==> config.mk <==
export PLATFORM = sky130hd
export DESIGN_NAME = tcce_cmd_queue
export DESIGN_NICKNAME = d
export VERILOG_FILES = /design/src/rtl/tcce_pkg.sv /design/src/rtl/tcce_cmd_queue.sv
export SDC_FILE = /design/constraint.sdc
export NUM_CORES = 1
export LEC_CHECK = 0
export BUFFER_PORTS_ARGS = -buffer_cell sky130_fd_sc_hd__buf_2
export CORE_UTILIZATION = 52
export DETAILED_ROUTE_END_ITERATION = 7
export HOLD_SLACK_MARGIN = 0.1
export PLACE_DENSITY_LB_ADDON = 0.2
export SYNTH_ARGS = -nofsm -noshare
export SYNTH_HDL_FRONTEND = slang
export SYNTH_SLANG_ARGS = --single-unit
==> constraint.sdc <==
create_clock -name clk -period 2.68 [get_ports clk]
set_input_delay 0 -clock clk [delete_from_list [all_inputs] [get_ports clk]]
set_output_delay 0 -clock clk [all_outputs]
set_load 0.02 [all_outputs]
==> src/rtl/tcce_pkg.sv <==
`timescale 1ns / 1ps
`default_nettype none
// ----------------------------------------------------------------------------
// tcce_pkg
// Shared geometry, codes, types and tables of the text console cell engine.
// ----------------------------------------------------------------------------
package tcce_pkg;

	// Screen geometry
	localparam int COLS     = 80;
	localparam int ROWS     = 25;
	localparam int TAB_STOP = 2;
	localparam int CELLS    = COLS * ROWS;

	localparam int COL_W = $clog2(COLS);
	localparam int ROW_W = $clog2(ROWS);
	localparam int POS_W = $clog2(CELLS);

	// Port field widths
	localparam int OPCODE_W   = 2;
	localparam int CHAR_W     = 8;
	localparam int IN_COL_W   = 7;
	localparam int IN_ROW_W   = 5;
	localparam int IDX_W      = 11;
	localparam int CELL_W     = 16;
	localparam int COLOR_W    = 4;
	localparam int CFG_IDX_W  = 1;
	localparam int CFG_DATA_W = 4;

	// Command queue between front and back
	localparam int QUEUE_DEPTH = 2;
	localparam int QPTR_W      = $clog2(QUEUE_DEPTH);

	typedef logic [COL_W-1:0]   col_t;
	typedef logic [ROW_W-1:0]   row_t;
	typedef logic [POS_W-1:0]   pos_t;
	typedef logic [POS_W:0]     pos_x_t;
	typedef logic [CHAR_W-1:0]  char_t;
	typedef logic [COLOR_W-1:0] color_t;
	typedef logic [CELL_W-1:0]  cell_t;
	typedef logic [QPTR_W:0]    qcnt_t;

	localparam pos_x_t CELLS_X      = pos_x_t'(CELLS);
	localparam pos_t   LAST_ROW_POS = pos_t'((ROWS - 1) * COLS);
	localparam col_t   LAST_COL     = col_t'(COLS - 1);
	localparam row_t   LAST_ROW     = row_t'(ROWS - 1);
	localparam qcnt_t  QCNT_FULL    = qcnt_t'(QUEUE_DEPTH);

	// Opcodes
	localparam logic [OPCODE_W-1:0] OP_WRITE = 2'd0;
	localparam logic [OPCODE_W-1:0] OP_CLEAR = 2'd1;
	localparam logic [OPCODE_W-1:0] OP_MOVE  = 2'd2;
	localparam logic [OPCODE_W-1:0] OP_READ  = 2'd3;

	// Control characters
	localparam char_t CH_SPACE     = 8'h20;
	localparam char_t CH_BACKSPACE = 8'h08;
	localparam char_t CH_TAB       = 8'h09;
	localparam char_t CH_NEWLINE   = 8'h0A;

	// Register indexes
	localparam logic [CFG_IDX_W-1:0] REG_FG = 1'd0;
	localparam logic [CFG_IDX_W-1:0] REG_BG = 1'd1;

	localparam color_t RESET_FG   = 4'hF;
	localparam color_t RESET_BG   = 4'h0;
	localparam cell_t  RESET_CELL = {RESET_BG, RESET_FG, CH_SPACE};

	// Column is a tab stop
	function automatic logic [COLS-1:0] build_tab_hit();
		logic [COLS-1:0] v;
		for (int i = 0; i < COLS; i++) begin
			v[i] = ((i % TAB_STOP) == 0);
		end
		return v;
	endfunction

	localparam logic [COLS-1:0] TAB_HIT = build_tab_hit();

	typedef enum logic [2:0] {
		K_PRINT,
		K_BS,
		K_NL,
		K_TAB,
		K_CLEAR,
		K_MOVE,
		K_READ
	} cmd_kind_t;

	typedef struct packed {
		cmd_kind_t kind;
		char_t     ch;
		logic      eow;
		col_t      col;
		row_t      row;
		pos_t      ridx;
		logic      rd_ok;
	} cmd_t;

endpackage
`default_nettype wire

==> src/rtl/tcce_cmd_queue.sv <==
`timescale 1ns / 1ps
`default_nettype none
// ----------------------------------------------------------------------------
// tcce_cmd_queue
// Short show-ahead FIFO of decoded commands between front and back.
// ----------------------------------------------------------------------------
module tcce_cmd_queue (
	input  logic             clk,
	input  logic             arst_n,
	input  logic             push,
	input  tcce_pkg::cmd_t   push_cmd,
	input  logic             pop,
	output tcce_pkg::cmd_t   head_cmd,
	output logic             full,
	output logic             empty
);

	tcce_pkg::cmd_t              entry_q [tcce_pkg::QUEUE_DEPTH];
	logic [tcce_pkg::QPTR_W-1:0] wr_ptr_q;
	logic [tcce_pkg::QPTR_W-1:0] rd_ptr_q;
	tcce_pkg::qcnt_t             count_q;

	assign full     = (count_q == tcce_pkg::QCNT_FULL);
	assign empty    = (count_q == '0);
	assign head_cmd = entry_q[rd_ptr_q];

	always_ff @(posedge clk) begin
		if (push) begin
			entry_q[wr_ptr_q] <= push_cmd;
		end
	end

	always_ff @(posedge clk or negedge arst_n) begin
		if (!arst_n) begin
			wr_ptr_q <= '0;
			rd_ptr_q <= '0;
			count_q  <= '0;
		end else begin
			if (push) begin
				wr_ptr_q <= wr_ptr_q + 1'b1;
			end
			if (pop) begin
				rd_ptr_q <= rd_ptr_q + 1'b1;
			end
			if (push && !pop) begin
				count_q <= count_q + tcce_pkg::qcnt_t'(1);
			end else if (pop && !push) begin
				count_q <= count_q - tcce_pkg::qcnt_t'(1);
			end
		end
	end

endmodule
`default_nettype wire

### Word level (Yosys, flattened, before mapping)

Memories as Yosys holds them, arrays and structs flattened.
Index checks and enable logic that the tools add are counted.

| operators by class | value |
|---|---|
| eq/ne operators | 1 |
| reductions and logical operators | 6 |
| add/sub/neg operators | 4 |
| multiplexer cells | 4 |

Operators by type and width:

| operator | count |
|---|---|
| $mux W2 | 2 |
| $add A1 B1 Y1 const B | 2 |
| $add A2 B1 Y2 const B | 1 |
| $eq A2 B2 Y1 const B | 1 |
| $logic_and A1 B1 Y1 | 2 |
| $logic_not A1 Y1 | 2 |
| $logic_not A2 Y1 | 1 |
| $mux W1 | 2 |
| $reduce_bool A2 Y1 | 1 |
| $sub A2 B1 Y2 const B | 1 |

| word-level totals | value |
|---|---|
| output and inout port bits | 38 |
| bits in registers | 4 |
| word-level logic and storage cells | 19 |
| RAM bits | 72 |
| memories | 1 |

Memory list:

| name | depth | bits a word | rd ports | clocked after Yosys merged registers in | wr ports | RTL line | RTL |
|---|---|---|---|---|---|---|---|
| entry_q | 2 | 36 | 1 | 0 | 1 | tcce_cmd_queue.sv:18 | `tcce_pkg::cmd_t entry_q [tcce_pkg::QUEUE_DEPTH];` |

### Logic depth before layout (Yosys ltp)

| depth | value |
|---|---|
| depth in word-level cells | 4 |
| depth in mapped cells | 5 |
| gate-level depth less buffers | 5 |

### Least setup slack after synthesis

Ideal clock, no wire load.

| timing | value |
|---|---|
| kind | register to register |
| from | reg wr_ptr_q |
| to | mem entry_q[0][0] (netlist name) (enable) |
| library setup time | 0.434 ns |
| cell stages (with the launch flop) | 2 |
| required time | 2.246 ns |
| clock period less this slack | 2.451 ns |
| setup slack | 0.229 ns |
| path buffers | 0 |
| arrival time | 2.017 ns |
| path through | dfrtp_1 > nor2b_1 |

RTL lines:

| item | RTL line | RTL |
|---|---|---|
| start, declared | tcce_cmd_queue.sv:19 | `logic [tcce_pkg::QPTR_W-1:0] wr_ptr_q;` |
| start signal, assigned | tcce_cmd_queue.sv:40 | `wr_ptr_q <= wr_ptr_q + 1'b1;` |
| end, declared | tcce_cmd_queue.sv:18 |  |

No word-level cell before the write port.

==> flow_summary_export.csv <==
group,metric,value,unit
outcome,run_status,"finished, final reports clean",
synthesis,ys_seq_area_frac,0.771,
worst_setup_path,crit_fanout,23,
routing,antenna_left,0,
synthesis,synth_compound_area_frac,0,
clocking,cts_tree,"built",
synthesis,synthAdderAreaFrac,0.00426,
synthesis,synth.top_cells.by_count,"edfxtp_1 (72), mux2_4 (29), mux2_2 (7)",
sta,fin_tns_setup,0,ns
global_routing,antenna_found_initial,0,
pwr,p_leak,0.00161,uW
global_routing,grt_pass1_wl,7800,microns
synthesis,synth_mux_area_frac,0.175,
synthesis,yosysTopAreaCell,"edfxtp_1",
finish,nets,295,
clocking,cts_root_buffer,"clkbuf_8",
sta,clock_skew,0.00689,ns
finish,n_antenna_cell,0,
clocking,clk_latency,0.33,ns
routing,via_per_inst,4.73,
placement,portBuffers,77,
worst_setup_path,crit_path_cell_trace,"buf_12, mux2_2, buf_2",
sta,period_needed,1.79,ns
synthesis,synth_area_leaders,"edfxtp_1 (74%), mux2_4 (15%), dfrtp_1 (3.4%)",
synthesis,yosys_warnings,0,
floorplan,die_w,77.1,microns
global_routing,grt_max_degree,37,
global_routing,met1_usage,0.199,
worst_setup_path,path_buf_inv,2,
routing,post_drt_wl_per_cell,14.5,microns
placement,dp_hpwl,2940,microns
global_routing,gr-max-usage-layer,"met2",
min_path,hold_class,"primary input to register",
floorplan,num_rows,26,
routing,drt_iter0_drc,41,
worst_setup_path,cp_data_required_time,2.68,ns
routing,drc,0,
floorplan,io_pins,78,
clocking,cts-htree-levels,3,
sta,relSlewSlack,0.412,
worst_setup_path,cp-end-kind,"output port",
pwr,p_total,3860,uW
clocking,cts_setup_buffers,0,
sta,max_clock_freq,559,MHz
floorplan,core_area,5270,sq um
global_routing,grt_pass1_vias,1728,
floorplan,fp.dieH,77.1,microns
synthesis,synth_ff_type,"edfxtp_1",
synthesis,synth_xor_area_frac,0.0149,
sta,rsz0062_at_grt,"false",
worst_setup_path,cp.arrival,1.79,ns
synthesis,yosysUniqueCellTypes,13,
worst_setup_path,critPathSlowestCell,"dfrtp_2",
routing,first_pass_iters,4,
synthesis,syn_inst,128,
synthesis,synth-edff-count,72,
worst_setup_path,ff2ff_setup_slack,1.13,ns
worst_setup_path,critical_path_class,"register to output port",
synthesis,ys_seq_elements,76,
routing,vias,1557,
finish,area_growth,34.8,%
clocking,clkSinkCount,76,
global_routing,use_met2,0.311,
worst_setup_path,cp_top_family,"flip-flops",
routing,wl,4790,microns
synthesis,synth_area,2930,sq um
job,cap_violations,0,
min_path,min_to,"entry_q[1][13]",
synthesis,syn-num-nets,169,
clocking,cts-hold-fix-buffers,40,
floorplan,initial_utilization,0.557,
finish,nFillCells,330,
synthesis,synthDominantCellAreaShare,0.737,
synthesis,synth-async-reset-ratio,0.0526,
clocking,ctsResizeCount,0,
pwr,p_per_area,977,nW/um^2
synthesis,synth-simple-area-share,0.00896,
sta,hold_viol,0,
sta,setup_viol,0,
floorplan,die_area,5950,sq um
min_path,worstHoldPathCells,2,
synthesis,synth_top_family_by_area,"multiplexers",
worst_setup_path,reg2reg_from,"wr_ptr_q",
worst_setup_path,rr_worst_depth,1,
min_path,hp-start,"push_cmd[13]",
placement,gp_congestion,0.663,
clocking,cts_buffers,9,
worst_setup_path,worstSetupStartpointType,"register",
sta,timing.final.crit_share,0.667,
worst_setup_path,cp_slowest_stage_delay,0.67,ns
global_routing,met3_usage,0.0405,
worst_setup_path,timing.rr.end,"entry_q[1][29]",
pwr,ir_drop,0.721,mV
finish,post-route-util,0.751,
finish,layout-drive-gt1-share,0.506,
clocking,clk_path_buf_depth,2,
synthesis,synth.most_common_cell,"edfxtp_1",
sta,slew_violations,0,
clocking,path_clk_slew,0.07,ns
global_routing,grt_overflow_total,0,
global_routing,grt_util_all_layers,0.176,
synthesis,syn_avg_cell_area,22.9,sq um
sta,worstMarginPinSlew,0.882,ns
-- worst max-delay path by stage --
stage              from        endpoint  slack (ns)  cells after the start
3_3_place_gp   wr_ptr_q   entry_q[1][4]        1.18                      1
6_report       rd_ptr_q    head_cmd[23]        0.89                      3
2_1_floorplan  wr_ptr_q   entry_q[0][0]        0.23                      1
3_5_place_dp   wr_ptr_q  entry_q[1][26]        1.12                      1
5_1_grt        rd_ptr_q    head_cmd[23]        0.80                      3
4_1_cts        rd_ptr_q    head_cmd[20]        0.86                      3
-- where the power goes --
part | switching (uW) | internal, uW | total [uW]
logic | 706 | 644 | 1350
clock network | 371 | 421 | 792
registers | 138 | 1580 | 1720
-- per-stage QoR --
step | instance area [sq um] | cells | setup slack (ns) | hold WS [ns]
after floorplan | 2930 | 128 | 0.229 | -0.296
after global placement | 3370 | 273 | 1.18 | -0.193
after detailed placement | 3370 | 273 | 1.12 | -0.188
after CTS | 3960 | 329 | 0.857 | 0.379
after global routing | 3960 | 329 | 0.803 | 0.383
final | 3960 | 329 | 0.892 | 0.394
-- area by class of cell --
class	instances	area, sq um	share of cell area
clock buffer	10	128	0.0323
clock inverter	6	55.1	0.0139
inverter	1	3.75	0.000949
multi-input combinational	47	606	0.153
sequential	76	2260	0.572
tap	70	87.6	0.0221
timing repair buffer	119	813	0.206
-- logic make-up (layout without fill, tap and decap cells) --
group,count (synthesis),after routing
multiplexers,36,36
buffers and inverters,5,136
flip-flops,76,76
adder cells (fa/ha/maj),1,1
XOR/XNOR,5,5
AND/OR/NAND/NOR,5,5
-- sequential cells by signal, indices dropped and copies added (netlist names) --
| signal | flops |
|---|---|
| entry_q | 72 |
| wr_ptr_q | 1 |
| count_q | 2 |
| rd_ptr_q | 1 |
-- placed cells by master (no fill, tap or decap), types with 2 or more instances in the layout --
cell	count
buf_2	77
clkbuf_8	9
clkinv_1	2
clkinv_2	2
dfrtp_1	3
dlygate4sd3_1	40
edfxtp_1	72
mux2_2	7
mux2_4	29
nor2_1	2
xor2_1	4
-- routing by layer --
metal,vias to the layer above,part of all wire
met3,7,0.042
met5,-,0
met2,54,0.53
met1,749,0.42
met4,0,0.013
li1,747,-
Power figures use the tool's default switching activity.
