==> src/rtl/tcce_pkg.sv <==
`timescale 1ns / 1ps
`default_nettype none
// ----------------------------------------------------------------------------
// tcce_pkg
// Shared geometry, codes, types and tables of the text console cell engine.
// ----------------------------------------------------------------------------
package tcce_pkg;

	// Screen geometry
	localparam int COLS     = 80;
	localparam int ROWS     = 25;
	localparam int TAB_STOP = 2;
	localparam int CELLS    = COLS * ROWS;

	localparam int COL_W = $clog2(COLS);
	localparam int ROW_W = $clog2(ROWS);
	localparam int POS_W = $clog2(CELLS);

	// Port field widths
	localparam int OPCODE_W   = 2;
	localparam int CHAR_W     = 8;
	localparam int IN_COL_W   = 7;
	localparam int IN_ROW_W   = 5;
	localparam int IDX_W      = 11;
	localparam int CELL_W     = 16;
	localparam int COLOR_W    = 4;
	localparam int CFG_IDX_W  = 1;
	localparam int CFG_DATA_W = 4;

	// Command queue between front and back
	localparam int QUEUE_DEPTH = 2;
	localparam int QPTR_W      = $clog2(QUEUE_DEPTH);

	typedef logic [COL_W-1:0]   col_t;
	typedef logic [ROW_W-1:0]   row_t;
	typedef logic [POS_W-1:0]   pos_t;
	typedef logic [POS_W:0]     pos_x_t;
	typedef logic [CHAR_W-1:0]  char_t;
	typedef logic [COLOR_W-1:0] color_t;
	typedef logic [CELL_W-1:0]  cell_t;
	typedef logic [QPTR_W:0]    qcnt_t;

	localparam pos_x_t CELLS_X      = pos_x_t'(CELLS);
	localparam pos_t   LAST_ROW_POS = pos_t'((ROWS - 1) * COLS);
	localparam col_t   LAST_COL     = col_t'(COLS - 1);
	localparam row_t   LAST_ROW     = row_t'(ROWS - 1);
	localparam qcnt_t  QCNT_FULL    = qcnt_t'(QUEUE_DEPTH);

	// Opcodes
	localparam logic [OPCODE_W-1:0] OP_WRITE = 2'd0;
	localparam logic [OPCODE_W-1:0] OP_CLEAR = 2'd1;
	localparam logic [OPCODE_W-1:0] OP_MOVE  = 2'd2;
	localparam logic [OPCODE_W-1:0] OP_READ  = 2'd3;

	// Control characters
	localparam char_t CH_SPACE     = 8'h20;
	localparam char_t CH_BACKSPACE = 8'h08;
	localparam char_t CH_TAB       = 8'h09;
	localparam char_t CH_NEWLINE   = 8'h0A;

	// Register indexes
	localparam logic [CFG_IDX_W-1:0] REG_FG = 1'd0;
	localparam logic [CFG_IDX_W-1:0] REG_BG = 1'd1;

	localparam color_t RESET_FG   = 4'hF;
	localparam color_t RESET_BG   = 4'h0;
	localparam cell_t  RESET_CELL = {RESET_BG, RESET_FG, CH_SPACE};

	// Column is a tab stop
	function automatic logic [COLS-1:0] build_tab_hit();
		logic [COLS-1:0] v;
		for (int i = 0; i < COLS; i++) begin
			v[i] = ((i % TAB_STOP) == 0);
		end
		return v;
	endfunction

	localparam logic [COLS-1:0] TAB_HIT = build_tab_hit();

	typedef enum logic [2:0] {
		K_PRINT,
		K_BS,
		K_NL,
		K_TAB,
		K_CLEAR,
		K_MOVE,
		K_READ
	} cmd_kind_t;

	typedef struct packed {
		cmd_kind_t kind;
		char_t     ch;
		logic      eow;
		col_t      col;
		row_t      row;
		pos_t      ridx;
		logic      rd_ok;
	} cmd_t;

endpackage
`default_nettype wire

==> src/rtl/tcce_ifs.sv <==
`timescale 1ns / 1ps
`default_nettype none
// ----------------------------------------------------------------------------
// tcce_ifs
// Valid/ready channels for command beats and result beats.
// ----------------------------------------------------------------------------
interface tcce_in_if;
	logic                                valid;
	logic                                ready;
	logic [tcce_pkg::OPCODE_W-1:0]       opcode;
	logic [tcce_pkg::CHAR_W-1:0]         char_code;
	logic [tcce_pkg::IN_COL_W-1:0]       col;
	logic [tcce_pkg::IN_ROW_W-1:0]       row;
	logic                                end_of_write;
	logic [tcce_pkg::IDX_W-1:0]          cell_index;

	modport source (
		output valid, opcode, char_code, col, row, end_of_write, cell_index,
		input  ready
	);
	modport sink (
		input  valid, opcode, char_code, col, row, end_of_write, cell_index,
		output ready
	);
endinterface

`default_nettype wire

==> src/rtl/tcce_front.sv <==
`timescale 1ns / 1ps
`default_nettype none
// ----------------------------------------------------------------------------
// tcce_front
// Accepts command beats, decodes them into internal commands, pushes them.
// ----------------------------------------------------------------------------
module tcce_front (
	tcce_in_if.sink          in_ch,
	input  logic             q_full,
	input  logic             init_busy,
	output logic             push,
	output tcce_pkg::cmd_t   cmd
);

	assign in_ch.ready = !q_full && !init_busy;
	assign push        = in_ch.valid && in_ch.ready;

	always_comb begin
		cmd       = '0;
		cmd.kind  = tcce_pkg::K_PRINT;
		cmd.ch    = in_ch.char_code;
		cmd.eow   = in_ch.end_of_write;
		// saturate move target onto the screen
		cmd.col   = (32'(in_ch.col) < tcce_pkg::COLS) ?
			tcce_pkg::col_t'(in_ch.col) : tcce_pkg::LAST_COL;
		cmd.row   = (32'(in_ch.row) < tcce_pkg::ROWS) ?
			tcce_pkg::row_t'(in_ch.row) : tcce_pkg::LAST_ROW;
		cmd.rd_ok = (32'(in_ch.cell_index) < tcce_pkg::CELLS);
		cmd.ridx  = tcce_pkg::pos_t'(in_ch.cell_index);
		unique case (in_ch.opcode)
			tcce_pkg::OP_WRITE: begin
				unique case (in_ch.char_code)
					tcce_pkg::CH_BACKSPACE: cmd.kind = tcce_pkg::K_BS;
					tcce_pkg::CH_NEWLINE:   cmd.kind = tcce_pkg::K_NL;
					tcce_pkg::CH_TAB:       cmd.kind = tcce_pkg::K_TAB;
					default:                cmd.kind = tcce_pkg::K_PRINT;
				endcase
			end
			tcce_pkg::OP_CLEAR: cmd.kind = tcce_pkg::K_CLEAR;
			tcce_pkg::OP_MOVE:  cmd.kind = tcce_pkg::K_MOVE;
			tcce_pkg::OP_READ:  cmd.kind = tcce_pkg::K_READ;
		endcase
	end

endmodule
`default_nettype wire

==> src/flat_wrapper.sv <==
// flat-port wrapper written by rule: the top's interface ports become plain ports
module tcce_front_flat 
  (q_full, init_busy, push, cmd, in_ch_valid, in_ch_opcode, in_ch_char_code, in_ch_col, in_ch_row, in_ch_end_of_write, in_ch_cell_index, in_ch_ready);
  tcce_in_if in_ch_i ();
  input  logic q_full;
  input  logic init_busy;
  output logic push;
  output tcce_pkg::cmd_t cmd;
  input wire logic [$bits(in_ch_i.valid)-1:0] in_ch_valid;
  input wire logic [$bits(in_ch_i.opcode)-1:0] in_ch_opcode;
  input wire logic [$bits(in_ch_i.char_code)-1:0] in_ch_char_code;
  input wire logic [$bits(in_ch_i.col)-1:0] in_ch_col;
  input wire logic [$bits(in_ch_i.row)-1:0] in_ch_row;
  input wire logic [$bits(in_ch_i.end_of_write)-1:0] in_ch_end_of_write;
  input wire logic [$bits(in_ch_i.cell_index)-1:0] in_ch_cell_index;
  output wire logic [$bits(in_ch_i.ready)-1:0] in_ch_ready;
  assign in_ch_i.valid = in_ch_valid;
  assign in_ch_i.opcode = in_ch_opcode;
  assign in_ch_i.char_code = in_ch_char_code;
  assign in_ch_i.col = in_ch_col;
  assign in_ch_i.row = in_ch_row;
  assign in_ch_i.end_of_write = in_ch_end_of_write;
  assign in_ch_i.cell_index = in_ch_cell_index;
  assign in_ch_ready = in_ch_i.ready;
  tcce_front u_core (.in_ch(in_ch_i), .q_full(q_full), .init_busy(init_busy), .push(push), .cmd(cmd));
endmodule
==> config.mk <==
export PLATFORM = sky130hd
export DESIGN_NAME = tcce_front_flat
export DESIGN_NICKNAME = d
export VERILOG_FILES = /design/src/rtl/tcce_pkg.sv /design/src/rtl/tcce_ifs.sv /design/src/rtl/tcce_front.sv /design/src/flat_wrapper.sv
export SDC_FILE = /design/constraint.sdc
export NUM_CORES = 1
export LEC_CHECK = 0
export ABC_AREA = 1
export BUFFER_PORTS_ARGS = -buffer_cell sky130_fd_sc_hd__buf_2
export CORE_MARGIN = 8
export CORE_UTILIZATION = 27
export DETAILED_ROUTE_END_ITERATION = 10
export GPL_ROUTABILITY_DRIVEN = 0
export PLACE_DENSITY = 0.89
export REMOVE_ABC_BUFFERS = 1
export SLEW_MARGIN = 20
export SYNTH_ARGS = -nofsm -noshare
export SYNTH_HDL_FRONTEND = slang
export SYNTH_SLANG_ARGS = --single-unit
==> constraint.sdc <==
create_clock -name vclk -period 1.1
set_input_delay 0.22 -clock vclk [all_inputs]
set_output_delay 0.22 -clock vclk [all_outputs]
set_load 0.02 [all_outputs]
Word level (Yosys, flattened, before mapping) --
Cells that the tools add are included.
Word-level totals: flip-flop bits (word level) 0, latch bits 0, bits in writable memories 0, ROM bits 0, bits of input ports 37, output and inout port bits 38, word-level logic and storage cells 18, memories 0
Cells by class: $add $sub $neg 0, multiply operators 0, divide/modulo/power cells 0, $lt $le $gt $ge 3, equality and inequality tests 6, shift operators 0, mux-type cells 4, bitwise operators 0, reductions and logical operators 5
Operators by type and width (number):
- $eq A8 B4 Y1 const B | 3
- $pmux W3 S4 | 1
- $lt A11 B11 Y1 const B | 1
- $lt A7 B7 Y1 const B | 1
- $mux W7 | 1
- $pmux W2 S3 | 1
- $lt A5 B5 Y1 const B | 1
- $mux W5 | 1
- $eq A2 B2 Y1 const B | 2
- $eq A2 B1 Y1 const B | 1
- $logic_and A1 B1 Y1 | 2
- $logic_not A1 Y1 | 2
- $logic_not A2 Y1 | 1

Depth between registers and ports, before layout --
depth after elaboration 3, gate-level depth with buffers 5

Worst setup path after synthesis --
No wires, ideal clock.
kind input -> output, from input init_busy, to output push, arrival 0.747 ns, required time 0.880 ns, slack 0.133 ns, stages on the path 1, buffers on the path 0, cells stage by stage nor3b_1
Between the ends: word-level cells in the longest chain between the ends 3
Ends and longest elaborated chain:
- start, declared | line flat_wrapper.sv:6 | input logic init_busy;
- $logic_not A1 Y1 | line tcce_front.sv:15 | assign in_ch.ready = !q_full && !init_busy;
- $logic_and A1 B1 Y1 | line tcce_front.sv:15
- $logic_and A1 B1 Y1 | line tcce_front.sv:16 | assign push = in_ch.valid && in_ch.ready;
- end, declared | line flat_wrapper.sv:7 | output logic push;
Every way passes these cells.

==> impl_results.md <==
- Initial antenna violation count: 0
- FF/Latch Area: 0 um^2
- Row Count: 13
- Vias per cell: 4.185
- Final Hold Viols: 0
- Mapped Avg Cell Area: 5.360 um^2
- Port bufs: 65
- Core box area: 1269 um^2
- Worst slew pin tran: 0.1929 ns
- GR Overflow Total: 0
- Drt wl/cell: 12.01 um
- VDD IR max: 0.1407 mV
- Vert. Die Dim: 52.47 um
- Final core occ: 46.75%
- Final net count: 148
- Post-synthesis sequential area ratio: 0%
- Mux share of post-synthesis cell area: 0%
- # setup viols final: 2
- Post-Synth Adder-Cell Area: 0%
- Class of the most critical setup path: in -> out
- Synth area leader: buf_4
- Complex-gate fraction of the synthesized area: 5.923%
- Post-Layout Inst Area: 593.1 um^2
- GRT Total Usage: 8.649%
- Cell count after synthesis: 67
- CP Max Fanout: 2
- Via Count: 519
- Synth area leaders: buf_4, nand2_1, inv_1
- Max-cap violation count: 0
- Slew headroom: 87.10%
- Power density over cell area: 485.5 nW/um^2
- Largest family of logic cells by synthesized area: buffers and inverters
- Pin count of the biggest net entering global routing: 6
- Ratio of cells with drive above 1 in the final layout: 66.06%
- Final setup margin: -0.003056 ns
- Worst hold path class: in -> out
- Dpl hpwl: 1392 um
- Status: complete, but fails checks
- Max Slew Vio Count: 0
- 1st-pass router iterations: 1
- Area after DPL: 541.8 um^2
- Postcts setup bufs: 0
- Placed cells: 124
- Routed Antenna Nets: 0
- Post-synth top area share: 41.81%
- Die footprint: 2753 um^2
- Detail Route met3 WL: 189 um
- Top cells by count, synth: buf_4, nand2_1, inv_1, nor2_1, clkbuf_1
- RSZ-0062 raised after global routing: true
- DR iter-0 viols: 0
- Mapped cell area: 359.1 um^2
- Maximum clock frequency: 906.6 MHz
- Non-filler cells, final: 124
- Leakage Power: 0.4044 nW
- Area grow syn2layout: 65.16%
- Die Span X: 52.47 um
- Starting Density: 28.30%
- Synth Warn #: 0
- M1 wire length: 491 um
- Arr. time, crit path: 0.88 ns
- Xor and xnor area share after synthesis: 2.439%
- # diodes: 0
- Worst setup SP type: input port
- CTS hold repair buffers: 0
- Synth Area in Simple Gates: 33.10%
- Vias in the first global route: 558
- Top Layer Used: met3
- Final WL: 1489 um
- WP data required: 0.88 ns
- Clock buf count: 0
- Failing checks: negative setup slack
- Crit end category: primary output
- Residual DRC: 0
- Crit share post-route: 100.3%
- Clock period minus worst slack: 1.103 ns
- Count leader, synth: buf_4
- Count of cell types in the netlist: 13
- # IOs: 75
- Num sequential: 0
- Wire length on met2: 808 um
- First-pass GRT wire length: 2014 um
[layout make-up]
| type | count | area (um^2) |
|---|---|---|
| fill | 141 | 675.6 |
| multi-input combinational | 31 | 158.9 |
| tap | 15 | 18.77 |
| inverter | 13 | 48.80 |
| timing repair buffer | 65 | 366.6 |
[placed cells by master, fill, tap and decap left out]
cell	n
nor3b_1	1
nand2_1	13
nor2_2	3
inv_2	1
nand4_1	1
xor2_1	1
buf_6	5
nor2_1	7
nand3_1	2
a31oi_2	1
nor2_4	1
buf_8	1
o21ai_2	1
buf_2	59
inv_1	12
[metal layers]
layer	global-route usage [%]	vias up
li1	-	258
met5	0	-
met2	18.18	46
met1	8.082	215
met4	0	0
met3	2.841	0
[stage by stage]
stage | TNS, ns | power (mW) | setup WS, ns | hold WS, ns
after global placement | 0 | 0.2657 | 0.03903 | 0.4402
after global routing | -0.1022 | 0.3114 | -0.06291 | 0.4401
final | -0.004466 | 0.2879 | -0.003056 | 0.4401
after CTS | -0.005653 | 0.2738 | -0.005653 | 0.4402
after floorplan | 0 | 0.08475 | 0.1331 | 0.4400
after detailed placement | -0.04469 | 0.2710 | -0.02506 | 0.4402
[worst max-delay path, stage by stage]
cell	delay (ns)
buf_8	0.10
nor2_4	0.09
nand2_1	0.07
nor2_2	0.13
nand3_1	0.08
nand2_1	0.08
buf_6	0.12
[worst paths after layout]
| path | start | endpoint | depth (start not counted) |
|---|---|---|---|
| setup / recovery | in_ch_char_code[4] | cmd[33] | 7 |
| hold / removal | in_ch_cell_index[1] | cmd[2] | 0 |
[kinds of logic (layout without fill, tap and decap cells)]
group                     Yosys count  in the layout
AOI/OAI and AO/OA                   2              2
xor gates and xnor gates            1              1
buffers and inverters              36             78
and+or+nand+nor                    28             28
[repair_timing]
item | in CTS | in global routing
gates resized for setup | 2 | 10
pin swaps | 0 | 6
setup endpoints to repair | 2 | 2
[power breakdown]
part | internal, mW | switching, mW
Clock | 0 | 0
Combinational | 0.119 | 0.169
Sequential | 0 | 0
Power figures use the tool's default switching activity.
